`src/design/czs_pkg.sv`:
```
// shared types, constants and sequencer states of the column z-score standardizer
package czs_pkg;

  // defaults for the top-level parameters
  localparam int unsigned ColumnDepthDefault = 64;
  localparam int unsigned SampleBitsDefault  = 16;

  // fixed field widths
  localparam int unsigned SampleFieldW = 16;
  localparam int unsigned ResultW      = 16;

  // scaled magnitude search: Q4.11 result, 2048^2 * 4 = 2^24 on the right-hand side
  localparam int unsigned ZW        = 16;
  localparam int unsigned ZBitW     = $clog2(ZW);
  localparam int unsigned FracShift = 24;
  localparam logic [ZW-1:0] ZCapPos = 16'h7fff;
  localparam logic [ZW-1:0] ZCapNeg = 16'h8000;

  // shared multiplier: 64 x 32 product in 16-bit slices of the first operand
  localparam int unsigned MulAW     = 64;
  localparam int unsigned MulBW     = 32;
  localparam int unsigned MulPW     = MulAW + MulBW;
  localparam int unsigned MulChunkW = 16;
  localparam int unsigned MulChunks = MulAW / MulChunkW;

  typedef struct packed {
    logic             valid;
    logic [MulAW-1:0] a;
    logic [MulBW-1:0] b;
  } mul_req_t;

  typedef enum logic [3:0] {
    StLoad,
    StRead,
    StDev,
    StSquare,
    StScale,
    StTry,
    StTrySq,
    StTryProd,
    StEmit
  } st_e;

endpackage

```
`src/design/column_zscore_standardizer_unit.sv`:
```
// top level of the column z-score standardizer (sample standard deviation)
//
// input channel: one column sample per transfer (sample_i, last_in_column_i),
// taken while in_valid_i is high and in_stall_o is low. a column closes on the
// flagged sample or on the sample that fills the store (COLUMN_DEPTH samples).
// output channel: after a column closes, one transfer per stored sample in
// arrival order, standardized_o = (x - mean) / sd in signed Q4.11, with
// last_of_column_o on the final one and degenerate_o when the column has one
// sample or zero spread (then all results are zero).
// timing: loading takes one sample per cycle. after the closing sample the
// block stalls its input while it works: it forms the sum of squared
// deviations, then runs the 16-step rounding search for each result; nearly
// all of the work is in the shared 16 x 32 slice multiplier.
// the result register lets the block finish the next result while the
// receiver stalls; work waits only when a result is ready, the register is
// still full and the receiver stalls. reset empties the column, clears the
// sum and drops out_valid_o.
module column_zscore_standardizer_unit #(
  parameter int unsigned COLUMN_DEPTH = czs_pkg::ColumnDepthDefault,
  parameter int unsigned SAMPLE_BITS  = czs_pkg::SampleBitsDefault
) (
  input  logic                                clk_i,
  input  logic                                rst_ni,
  input  logic                                in_valid_i,
  output logic                                in_stall_o,
  input  logic signed [czs_pkg::SampleFieldW-1:0] sample_i,
  input  logic                                last_in_column_i,
  output logic                                out_valid_o,
  input  logic                                out_stall_i,
  output logic signed [czs_pkg::ResultW-1:0]  standardized_o,
  output logic                                last_of_column_o,
  output logic                                degenerate_o
);

  // stored width: samples sign-extend from at most the field width
  localparam int unsigned StoreW = (SAMPLE_BITS < czs_pkg::SampleFieldW) ? SAMPLE_BITS
                                                                         : czs_pkg::SampleFieldW;
  localparam int unsigned AddrW  = $clog2(COLUMN_DEPTH);
  localparam int unsigned CntW   = $clog2(COLUMN_DEPTH + 1);
  localparam int unsigned SumW   = StoreW + CntW;
  localparam int unsigned DevW   = StoreW + CntW + 1;
  localparam int unsigned SqW    = 2 * DevW;
  localparam int unsigned SsqW   = SqW + CntW;

  czs_pkg::st_e state_q, state_d;

  // column bookkeeping
  logic [CntW-1:0]        cnt_q;
  logic signed [SumW-1:0] sum_q;
  logic [AddrW-1:0]       idx_q;
  logic                   pass_q;   // 0: squared deviation pass, 1: result pass
  logic                   degen_q;
  logic [SsqW-1:0]        ssq_q;

  // per-sample working registers
  logic [DevW-1:0]           mag_q;
  logic                      dev_neg_q;
  logic [SqW-1:0]            sq_q;
  logic [czs_pkg::MulPW-1:0] rhs_q;
  logic [czs_pkg::MulBW-1:0] tsq_q;
  logic [czs_pkg::ZW-1:0]    v_q;
  logic [czs_pkg::ZBitW-1:0] bit_q;

  // result register
  logic                              out_valid_q;
  logic signed [czs_pkg::ResultW-1:0] out_z_q;
  logic                              out_last_q;
  logic                              out_degen_q;

  // ram ports
  logic              ram_rd_en;
  logic [StoreW-1:0] ram_rd_data;
  logic              in_fire;

  // multiplier
  czs_pkg::mul_req_t         mul_req;
  logic                      mul_done;
  logic [czs_pkg::MulPW-1:0] mul_prod;

  // combinational datapath
  logic                   close_col;
  logic                   last_idx;
  logic signed [DevW-1:0] n_s, x_s, nx_w, dev_w;
  logic [DevW-1:0]        mag_w;
  logic [SsqW-1:0]        ssq_next;
  logic [czs_pkg::ZW-1:0] cand;
  logic [czs_pkg::ZW-1:0] cap;
  logic [czs_pkg::ZW-1:0] t_odd;
  logic                   cand_over;
  logic                   cand_ok;
  logic                   emit_fire;
  logic [czs_pkg::MulBW-1:0] k_scale;

  assign in_fire   = in_valid_i && (state_q == czs_pkg::StLoad);
  assign close_col = last_in_column_i || (cnt_q == CntW'(COLUMN_DEPTH - 1));
  assign last_idx  = (CntW'(idx_q) == (cnt_q - CntW'(1)));

  // deviation scaled by n: n * x - sum, exact
  assign n_s   = DevW'($signed({1'b0, cnt_q}));
  assign x_s   = DevW'($signed(ram_rd_data));
  assign nx_w  = n_s * x_s;
  assign dev_w = nx_w - DevW'(sum_q);
  assign mag_w = dev_w[DevW-1] ? DevW'(-dev_w) : DevW'(dev_w);

  assign ssq_next = ssq_q + SsqW'(mul_prod[SqW-1:0]);

  // (n - 1) * 2^24 on the right-hand side of the rounding test
  assign k_scale = czs_pkg::MulBW'({cnt_q - CntW'(1), {czs_pkg::FracShift{1'b0}}});

  // bitwise search for the largest v with (2v - 1)^2 * ssq <= dev^2 * (n - 1) * 2^24
  assign cap       = dev_neg_q ? czs_pkg::ZCapNeg : czs_pkg::ZCapPos;
  assign cand      = v_q | (czs_pkg::ZW'(1) << bit_q);
  assign cand_over = (cand > cap);
  assign t_odd     = {cand[czs_pkg::ZW-2:0], 1'b0} - czs_pkg::ZW'(1);
  assign cand_ok   = (mul_prod <= rhs_q);

  assign emit_fire = (state_q == czs_pkg::StEmit) && (!out_valid_q || !out_stall_i);

  // next state
  always_comb begin
    state_d = state_q;
    unique case (state_q)
      czs_pkg::StLoad: begin
        if (in_fire && close_col) state_d = czs_pkg::StRead;
      end
      czs_pkg::StRead: state_d = czs_pkg::StDev;
      czs_pkg::StDev:  state_d = czs_pkg::StSquare;
      czs_pkg::StSquare: begin
        if (mul_done) begin
          if (!pass_q)      state_d = czs_pkg::StRead;
          else if (degen_q) state_d = czs_pkg::StEmit;
          else              state_d = czs_pkg::StScale;
        end
      end
      czs_pkg::StScale: begin
        if (mul_done) state_d = czs_pkg::StTry;
      end
      czs_pkg::StTry: begin
        if (!cand_over)                    state_d = czs_pkg::StTrySq;
        else if (bit_q == '0)              state_d = czs_pkg::StEmit;
      end
      czs_pkg::StTrySq: begin
        if (mul_done) state_d = czs_pkg::StTryProd;
      end
      czs_pkg::StTryProd: begin
        if (mul_done) state_d = (bit_q == '0) ? czs_pkg::StEmit : czs_pkg::StTry;
      end
      czs_pkg::StEmit: begin
        if (emit_fire) state_d = last_idx ? czs_pkg::StLoad : czs_pkg::StRead;
      end
      default: state_d = czs_pkg::StLoad;
    endcase
  end

  // control outputs and multiplier operands
  always_comb begin
    ram_rd_en     = 1'b0;
    mul_req.valid = 1'b0;
    mul_req.a     = '0;
    mul_req.b     = '0;
    unique case (state_q)
      czs_pkg::StRead: ram_rd_en = 1'b1;
      czs_pkg::StSquare: begin
        mul_req.valid = 1'b1;
        mul_req.a     = czs_pkg::MulAW'(mag_q);
        mul_req.b     = czs_pkg::MulBW'(mag_q);
      end
      czs_pkg::StScale: begin
        mul_req.valid = 1'b1;
        mul_req.a     = czs_pkg::MulAW'(sq_q);
        mul_req.b     = k_scale;
      end
      czs_pkg::StTrySq: begin
        mul_req.valid = 1'b1;
        mul_req.a     = czs_pkg::MulAW'(t_odd);
        mul_req.b     = czs_pkg::MulBW'(t_odd);
      end
      czs_pkg::StTryProd: begin
        mul_req.valid = 1'b1;
        mul_req.a     = czs_pkg::MulAW'(ssq_q);
        mul_req.b     = tsq_q;
      end
      default: begin
      end
    endcase
  end

  assign in_stall_o = (state_q != czs_pkg::StLoad);

  // control registers
  always_ff @(posedge clk_i or negedge rst_ni) begin
    if (!rst_ni) begin
      state_q     <= czs_pkg::StLoad;
      cnt_q       <= '0;
      sum_q       <= '0;
      out_valid_q <= 1'b0;
    end else begin
      state_q <= state_d;
      if (in_fire) begin
        cnt_q <= cnt_q + CntW'(1);
        sum_q <= sum_q + SumW'($signed(sample_i[StoreW-1:0]));
      end
      if (emit_fire && last_idx) begin
        cnt_q <= '0;
        sum_q <= '0;
      end
      if (emit_fire) begin
        out_valid_q <= 1'b1;
      end else if (!out_stall_i) begin
        out_valid_q <= 1'b0;
      end
    end
  end

  // datapath registers
  always_ff @(posedge clk_i) begin
    unique case (state_q)
      czs_pkg::StLoad: begin
        if (in_fire && close_col) begin
          idx_q  <= '0;
          pass_q <= 1'b0;
          ssq_q  <= '0;
        end
      end
      czs_pkg::StDev: begin
        mag_q     <= mag_w;
        dev_neg_q <= dev_w[DevW-1];
      end
      czs_pkg::StSquare: begin
        if (mul_done) begin
          sq_q <= mul_prod[SqW-1:0];
          if (!pass_q) begin
            ssq_q <= ssq_next;
            if (last_idx) begin
              idx_q   <= '0;
              pass_q  <= 1'b1;
              degen_q <= (cnt_q < CntW'(2)) || (ssq_next == '0);
            end else begin
              idx_q <= idx_q + AddrW'(1);
            end
          end
        end
      end
      czs_pkg::StScale: begin
        if (mul_done) begin
          rhs_q <= mul_prod;
          v_q   <= '0;
          bit_q <= czs_pkg::ZBitW'(czs_pkg::ZW - 1);
        end
      end
      czs_pkg::StTry: begin
        if (cand_over && bit_q != '0) bit_q <= bit_q - czs_pkg::ZBitW'(1);
      end
      czs_pkg::StTrySq: begin
        if (mul_done) tsq_q <= mul_prod[czs_pkg::MulBW-1:0];
      end
      czs_pkg::StTryProd: begin
        if (mul_done) begin
          if (cand_ok) v_q <= cand;
          if (bit_q != '0) bit_q <= bit_q - czs_pkg::ZBitW'(1);
        end
      end
      czs_pkg::StEmit: begin
        if (emit_fire) begin
          out_z_q     <= degen_q ? '0
                       : (dev_neg_q ? $signed(czs_pkg::ResultW'(0) - v_q) : $signed(v_q));
          out_last_q  <= last_idx;
          out_degen_q <= degen_q;
          if (!last_idx) idx_q <= idx_q + AddrW'(1);
        end
      end
      default: begin
      end
    endcase
  end

  czs_ram #(
    .Width (StoreW),
    .Depth (COLUMN_DEPTH)
  ) u_store (
    .clk_i     (clk_i),
    .wr_en_i   (in_fire),
    .wr_addr_i (cnt_q[AddrW-1:0]),
    .wr_data_i (sample_i[StoreW-1:0]),
    .rd_en_i   (ram_rd_en),
    .rd_addr_i (idx_q),
    .rd_data_o (ram_rd_data)
  );

  czs_mul_unit u_mul (
    .clk_i  (clk_i),
    .rst_ni (rst_ni),
    .req_i  (mul_req),
    .done_o (mul_done),
    .prod_o (mul_prod)
  );

  assign out_valid_o      = out_valid_q;
  assign standardized_o   = out_z_q;
  assign last_of_column_o = out_last_q;
  assign degenerate_o     = out_degen_q;

endmodule

```
`src/design/czs_ram.sv`:
```
// generic single-write single-read ram with registered read data
module czs_ram #(
  parameter int unsigned Width = 16,
  parameter int unsigned Depth = 64
) (
  input  logic                     clk_i,
  input  logic                     wr_en_i,
  input  logic [$clog2(Depth)-1:0] wr_addr_i,
  input  logic [Width-1:0]         wr_data_i,
  input  logic                     rd_en_i,
  input  logic [$clog2(Depth)-1:0] rd_addr_i,
  output logic [Width-1:0]         rd_data_o
);

  logic [Width-1:0] mem_q [Depth];
  logic [Width-1:0] rd_data_q;

  always_ff @(posedge clk_i) begin
    if (wr_en_i) begin
      mem_q[wr_addr_i] <= wr_data_i;
    end
    if (rd_en_i) begin
      rd_data_q <= mem_q[rd_addr_i];
    end
  end

  assign rd_data_o = rd_data_q;

endmodule

```
`src/design/czs_mul_unit.sv`:
```
// shared multi-cycle unsigned multiplier, one 16 x 32 slice per cycle
module czs_mul_unit (
  input  logic                     clk_i,
  input  logic                     rst_ni,
  input  czs_pkg::mul_req_t        req_i,
  output logic                     done_o,
  output logic [czs_pkg::MulPW-1:0] prod_o
);

  localparam int unsigned ChunkCntW = (czs_pkg::MulChunks > 1) ? $clog2(czs_pkg::MulChunks) : 1;
  localparam int unsigned PartW     = czs_pkg::MulChunkW + czs_pkg::MulBW;

  logic                         busy_q;
  logic                         done_q;
  logic [ChunkCntW-1:0]         chunk_q;
  logic [czs_pkg::MulAW-1:0]    a_q;
  logic [czs_pkg::MulBW-1:0]    b_q;
  logic [czs_pkg::MulPW-1:0]    acc_q;
  logic [czs_pkg::MulPW-1:0]    acc_d;
  logic [PartW-1:0]             part;
  logic                         start;

  assign start = req_i.valid && !busy_q && !done_q;

  // most significant slice first, shift the partial sum up each cycle
  assign part  = a_q[czs_pkg::MulAW-1 -: czs_pkg::MulChunkW] * b_q;
  assign acc_d = {acc_q[czs_pkg::MulPW-czs_pkg::MulChunkW-1:0], {czs_pkg::MulChunkW{1'b0}}}
               + czs_pkg::MulPW'(part);

  always_ff @(posedge clk_i or negedge rst_ni) begin
    if (!rst_ni) begin
      busy_q  <= 1'b0;
      done_q  <= 1'b0;
      chunk_q <= '0;
    end else begin
      done_q <= 1'b0;
      if (start) begin
        busy_q  <= 1'b1;
        chunk_q <= '0;
      end else if (busy_q) begin
        chunk_q <= chunk_q + ChunkCntW'(1);
        if (chunk_q == ChunkCntW'(czs_pkg::MulChunks - 1)) begin
          busy_q <= 1'b0;
          done_q <= 1'b1;
        end
      end
    end
  end

  always_ff @(posedge clk_i) begin
    if (start) begin
      a_q   <= req_i.a;
      b_q   <= req_i.b;
      acc_q <= '0;
    end else if (busy_q) begin
      a_q   <= a_q << czs_pkg::MulChunkW;
      acc_q <= acc_d;
    end
  end

  assign done_o = done_q;
  assign prod_o = acc_q;

endmodule
```
`config.mk`:
```
export PLATFORM = sky130hd
export DESIGN_NAME = column_zscore_standardizer_unit
export DESIGN_NICKNAME = d
export VERILOG_FILES = /design/src/design/czs_pkg.sv /design/src/design/column_zscore_standardizer_unit.sv /design/src/design/czs_ram.sv /design/src/design/czs_mul_unit.sv
export SDC_FILE = /design/constraint.sdc
export NUM_CORES = 2
export LEC_CHECK = 0
export ABC_AREA = 1
export BUFFER_PORTS_ARGS = -buffer_cell sky130_fd_sc_hd__buf_2
export CAP_MARGIN = 10
export CORE_UTILIZATION = 30
export DETAILED_ROUTE_END_ITERATION = 10
export MAX_ROUTING_LAYER = met4
export PLACE_DENSITY = 0.53
export SYNTH_ARGS = -nofsm -noshare
export SYNTH_HDL_FRONTEND = slang
export SYNTH_SLANG_ARGS = --single-unit
```
`constraint.sdc`:
```
create_clock -name clk_i -period 6.33 [get_ports clk_i]
set_input_delay 0.9495 -clock clk_i [delete_from_list [all_inputs] [get_ports clk_i]]
set_output_delay 0.9495 -clock clk_i [all_outputs]
set_load 0.01 [all_outputs]
```
* Yosys cells after proc, flatten, opt, wreduce, memory -nomap -nowiden
Memories as Yosys holds them, arrays and structs flattened. A register that Yosys moved wholly into a read port is not among the register bits. Cells that the tools add are included.
Storage, ports and cells: bits in registers 533, RAM bits 1024, bits of input ports 21, output and inout bits 20, word-level logic and storage cells 167, memories 1
Memories:
- u_store.mem_q | depth 64, width 16, read ports 1, clocked after memory_dff 1, write ports 1, line czs_ram.sv:15 | logic [Width-1:0] mem_q [Depth];
Cells by class: add/subtract/negate cells 12, multipliers 2, order comparisons 3, equal/unequal tests 24, shifts and indexed selects 1, multiplexer cells 61, bitwise operators 2, reduce and logical (&&, ||, !) cells 36
Operator list (count):
- 97-bit case mux with 4 select lines | 1
- 55-bit 2-to-1 mux | 3
- 64-bit 2-to-1 mux | 2
- 55-bit case mux with 2 select lines | 1
- 96-bit by 48-bit adder with 96-bit output | 1
- 96-bit less-or-equal comparator | 1
- 16-bit 2-to-1 mux | 5
- 23-bit 2-to-1 mux | 3
- 4-bit 2-to-1 mux | 15
- 55-bit by 48-bit adder with 55-bit output | 1
- 55-bit logical NOT | 1
- 16-bit by 32-bit multiplier with 48-bit output | 1
- 6-bit 2-to-1 mux | 6
- 4-bit case mux with 9 select lines | 1
- 16-bit case mux with 2 select lines | 1
- 8-bit by 16-bit multiplier with 24-bit output | 1
- 24-bit negation | 1
- 24-bit by 23-bit subtractor with 24-bit output | 1
- 23-bit by 16-bit adder with 23-bit output | 1
- 6-bit case mux with 3 select lines | 1
- 4-bit by 3-bit equality test with 1-bit output, second input constant | 4
- 16-bit > comparator | 1
- 1-bit 2-to-1 mux | 16
- 16-bit OR | 1
- 36 further kinds | 71

* Longest topological paths before layout
depth after elaboration 7, gate-level depth with buffers 32, depth with buffers taken out 30

* Modules after synthesis
Synthesis repeated with hierarchy kept, for this count alone.
Unflattened totals: cell total of the unflattened synthesis 11147, area total of the unflattened synthesis 99013.7 µm²
Modules (own cells, without submodules):
- czs_ram | instances 1, cells an instance 3517, area an instance 42259.3 µm², sequential area each 31230.0 µm²
- czs_mul_unit | instances 1, cells an instance 4038, area an instance 28750.1 µm², sequential area each 4904.7 µm²
- column_zscore_standardizer_unit | instances 1, cells an instance 3592, area an instance 28004.4 µm², sequential area each 9944.5 µm²

* Least setup slack after synthesis
No wires, ideal clock.
kind flip-flop to flip-flop, start point reg state_q[3], end point reg rhs_q[0] (netlist name) (enable), library setup time 0.552 ns, data arrival time 5.405 ns, required time 5.778 ns, setup slack 0.373 ns, cell stages (with the launch flop) 7, buffers on the path 1, period minus slack after synthesis 5.957 ns, path through dfrtp_1 -> nor2_1 -> inv_1 -> nor2_1 -> clkbuf_1 -> inv_1 -> nor2_1
On the way: word-level cells in the longest chain between the ends 2
Ends and longest elaborated chain:
- start: declaration | line column_zscore_standardizer_unit.sv:45 | czs_pkg::st_e state_q, state_d;
- start signal: assignment | line column_zscore_standardizer_unit.sv:193 | state_q <= czs_pkg::StLoad;
- start signal: assignment | line column_zscore_standardizer_unit.sv:198 | state_q <= state_d;
- 4-bit by 3-bit equality test with 1-bit output | line column_zscore_standardizer_unit.sv:217 | unique case (state_q)
- 2-bit AND reduction (no line)
- end signal: assignment | line column_zscore_standardizer_unit.sv:246 | rhs_q <= mul_prod;
- end: declaration | line column_zscore_standardizer_unit.sv:59 | logic [czs_pkg::MulPW-1:0] rhs_q;
Every way passes these cells. A chain may end at the register's enable or synchronous reset.

* Worst setup path after layout
start point reg u_mul.a_q[52] (netlist name), end point reg u_mul.acc_q, in the netlist u_mul.prod_o[35]
On the way: word-level cells in the longest chain between the ends 2
Ends and longest elaborated chain:
- start: declaration | line czs_mul_unit.sv:16 | logic [czs_pkg::MulAW-1:0] a_q;
- start signal: assignment | line czs_mul_unit.sv:52 | a_q <= req_i.a;
- start signal: assignment | line czs_mul_unit.sv:56 | a_q <= a_q << czs_pkg::MulChunkW;
- 16-bit by 32-bit multiplier with 48-bit output | line czs_mul_unit.sv:26 | assign part = a_q[czs_pkg::MulAW-1 -: czs_pkg::MulChunkW] * b_q;
- 96-bit by 48-bit adder with 96-bit output | line czs_mul_unit.sv:28 | + czs_pkg::MulPW'(part);
- end signal: assignment | line czs_mul_unit.sv:54 | acc_q <= '0;
- end signal: assignment | line czs_mul_unit.sv:57 | acc_q <= acc_d;
- end: declaration | line czs_mul_unit.sv:18 | logic [czs_pkg::MulPW-1:0] acc_q;
Every way passes these cells.

==> reports/metrics.yaml <==
maxCapViolCount: 0
crit_fanout: 20
crit_path_start: "u_mul.a_q[52]"
worstRegToRegCells: 28
synth_cell_types: 64
ant_nets: 0
fp.dieW_um: 565
synth.largest_area_cell: "edfxtp_1"
setup_slack_ns: 0.144
worstSetupStartpointType: "flip-flop"
finalHoldViolCount: 0
final_core_util_pct: 34.6
critPathMostFrequentCell: "fa_1"
port_buffers: 40
cts.sinks: 1573
fmax_mhz: 162
fillers: 31886
grt_pass1_vias: 70455
cts_hold_buffers: 0
critPathCaptureType: "flip-flop"
clk_path_buf_depth: 4
grt_antenna_before_repair: 14
cts_buffers: 184
grt_pass1_wl_mm: 456
cpPeakStageDelay_ns: 0.54
grt_overflow: 0
min_period_ns: 6.19
first_iter_violations: 6405
required_ns: 6.95
hp-class: "primary input to asynchronous set/reset pin"
synth_ff_type: "edfxtp_1"
cp.arrival_ns: 6.81
final.setup_skew_ns: 0.0801
clock_latency_ns: 0.84
core_um2: 315000
syn_area_um2: 95100
dpl.hpwl_mm: 218
cts_root_buf: "clkbuf_16"
rows: 206
regToRegStartpoint: "u_mul.a_q[52]"
synth_area_leaders: "edfxtp_1 45%, fa_1 12%, nand2_1 7.7%, inv_1 6.7%, ha_1 5.0%"
wirelength_mm: 307
slew-limit-headroom_pct: 19.1
slowest_stage: "fa_1"
nets: 11145
cts_htree_levels: 4
status: "completed"
regToRegEndpoint: "u_mul.prod_o[35]"
cts_tree: "yes"
netlist.area_leader.share_pct: 45.4
dp_cells: 14142
synth-seq-cells: 1573
r2r_slack_ns: 0.14
area.growth.synth_to_final_pct: 14.7
synth_nets: 10929
die_area_um2: 319000
die_y_um: 565
seq_area_frac_synth_pct: 48.5
drc_errors: 0
fin_crit_sh_pct: 97.7
crit_type: "flip-flop to flip-flop"
rsz0062_at_grt: "true"
synthCells: 9967
globalplace.congestion: 0.978
wire_per_inst_um: 21.2
viasPerCell: 4.96
gr-usage-all-layers_pct: 19.5
yosys_warnings: 0
final_cell_count_no_fill: 14490
vias: 71806
pre_cts_ws_ns: -0.547
drt_pass1_iterations: 6
slew_violations: 0
layout-drive-gt1-share_pct: 8.77
pin_count: 41
syn_avg_cell_area_um2: 9.54
final-setup-viol-count: 0
critPathCapture: "u_mul.prod_o[35]"
synth_edf_count: 1438
holdWs_ns: 0.307
clkTransAtPathRegs_ns: 0.06
grt_max_degree: 239
synth-async-reset-ratio_pct: 2.48
start_util_pct: 30.2
worst_pin_slew_ns: 1.20
[cells in the mapped netlist, drive strengths merged (40+ instances only)]
master  number
nand2     1949
o221ai     253
nor2      1084
fa         558
a21oi      309
nand4       76
clkbuf     364
nor3        94
buf         57
ha         383
xnor2       40
nand3      440
inv       1703
edfxtp    1438
xor2        49
o21ai      759
dfxtp       96
[worst max-delay path, delay by kind of cell (launching register included)]
family	cells	cell delay, ns
adder cells (fa/ha/maj)	7	3.33
buffers and inverters	10	1.09
flip-flops	1	0.41
AND/OR/NAND/NOR	4	0.28
AO/OA/AOI/OAI	7	0.89
[layout make-up]
class | count | area [um2] | area share, %
diodes | 5 | 12.5 | 0.0115
clock buffers | 230 | 4870 | 4.46
clock inverters | 98 | 985 | 0.902
inverters | 1707 | 6430 | 5.89
multi-input cells | 6266 | 41600 | 38.2
flip-flops and latches | 1573 | 46100 | 42.2
well taps | 4160 | 5200 | 4.77
repair buffers | 451 | 3910 | 3.58
[per-stage QoR]
step	setup TNS, ns	instance area (um2)
3_5_place_dp	-3.02	103000
6_report	0	109000
3_3_place_gp	-3.77	103000
2_1_floorplan	0	95100
5_1_grt	-0.258	109000
4_1_cts	0	109000
[worst min-delay path by stage]
stage                          start            to  slack [ns]  depth (start not counted)
global placement    u_mul.prod_o[85]     rhs_q[85]        0.46                          0
finish                        rst_ni    state_q[3]        0.31                          2
floorplan                    degen_q  degenerate_o        0.42                          0
CTS                           rst_ni    state_q[3]        0.29                          2
detailed placement  u_mul.prod_o[85]     rhs_q[85]        0.46                          0
global route                  rst_ni    state_q[3]        0.30                          2
[sequential cells by signal, summed over array words and instances, names as in the netlist, 23 cells and up]
name and flops:
mag_q 24, sq_q 48, u_store.mem_q 1024, u_mul.prod_o 96, ssq_q 55, rhs_q 96, sum_q 23, tsq_q 32
u_mul.a_q 64, u_mul.b_q 32
[per-layer routing]
layer	vias up	routed length [um]	track usage (%)
li1	33303	-	-
met1	35707	134000	25.8
met2	2350	145000	31.4
met3	446	18000	2.00
met4	0	10400	5.89
met5	-	0	-
[cell usage in the layout, fill, tap and decap left out, types with 186 or more instances in the layout]
cell type and n:
a21oi_1 276, buf_4 359, clkbuf_16 186, edfxtp_1 1438, fa_1 554, ha_1 369
inv_1 1688, nand2_1 1934, nand3_1 433, nor2_1 1025, o21ai_0 698, o221ai_1 253
[cells by family (layout without fill, tap and decap cells)]
kind of cell / after synthesis / in the layout / share of synthesized area [%]
xor gates and xnor gates: 89 / 89 / 0.843
adders and majority gates: 941 / 941 / 16.8
DFF: 1573 / 1573 / 48.5
and+or+nand+nor: 3713 / 3713 / 15.9
other: 0 / 5 / 0
buffers and inverters: 2128 / 2486 / 8.45
AOI/OAI and AO/OA: 1523 / 1523 / 9.56
[timing repair]
| item | CTS | global route |
|---|---|---|
| gates resized for setup | 17 | 163 |
| pin swaps | 0 | 10 |
| endpoints found under the setup margin | 30 | 87 |
| buffers inserted | 3 | 12 |
Power is left out: the tool's default activity adds up to more than one toggle a clock period on the data nets, which glitch-free logic cannot reach.
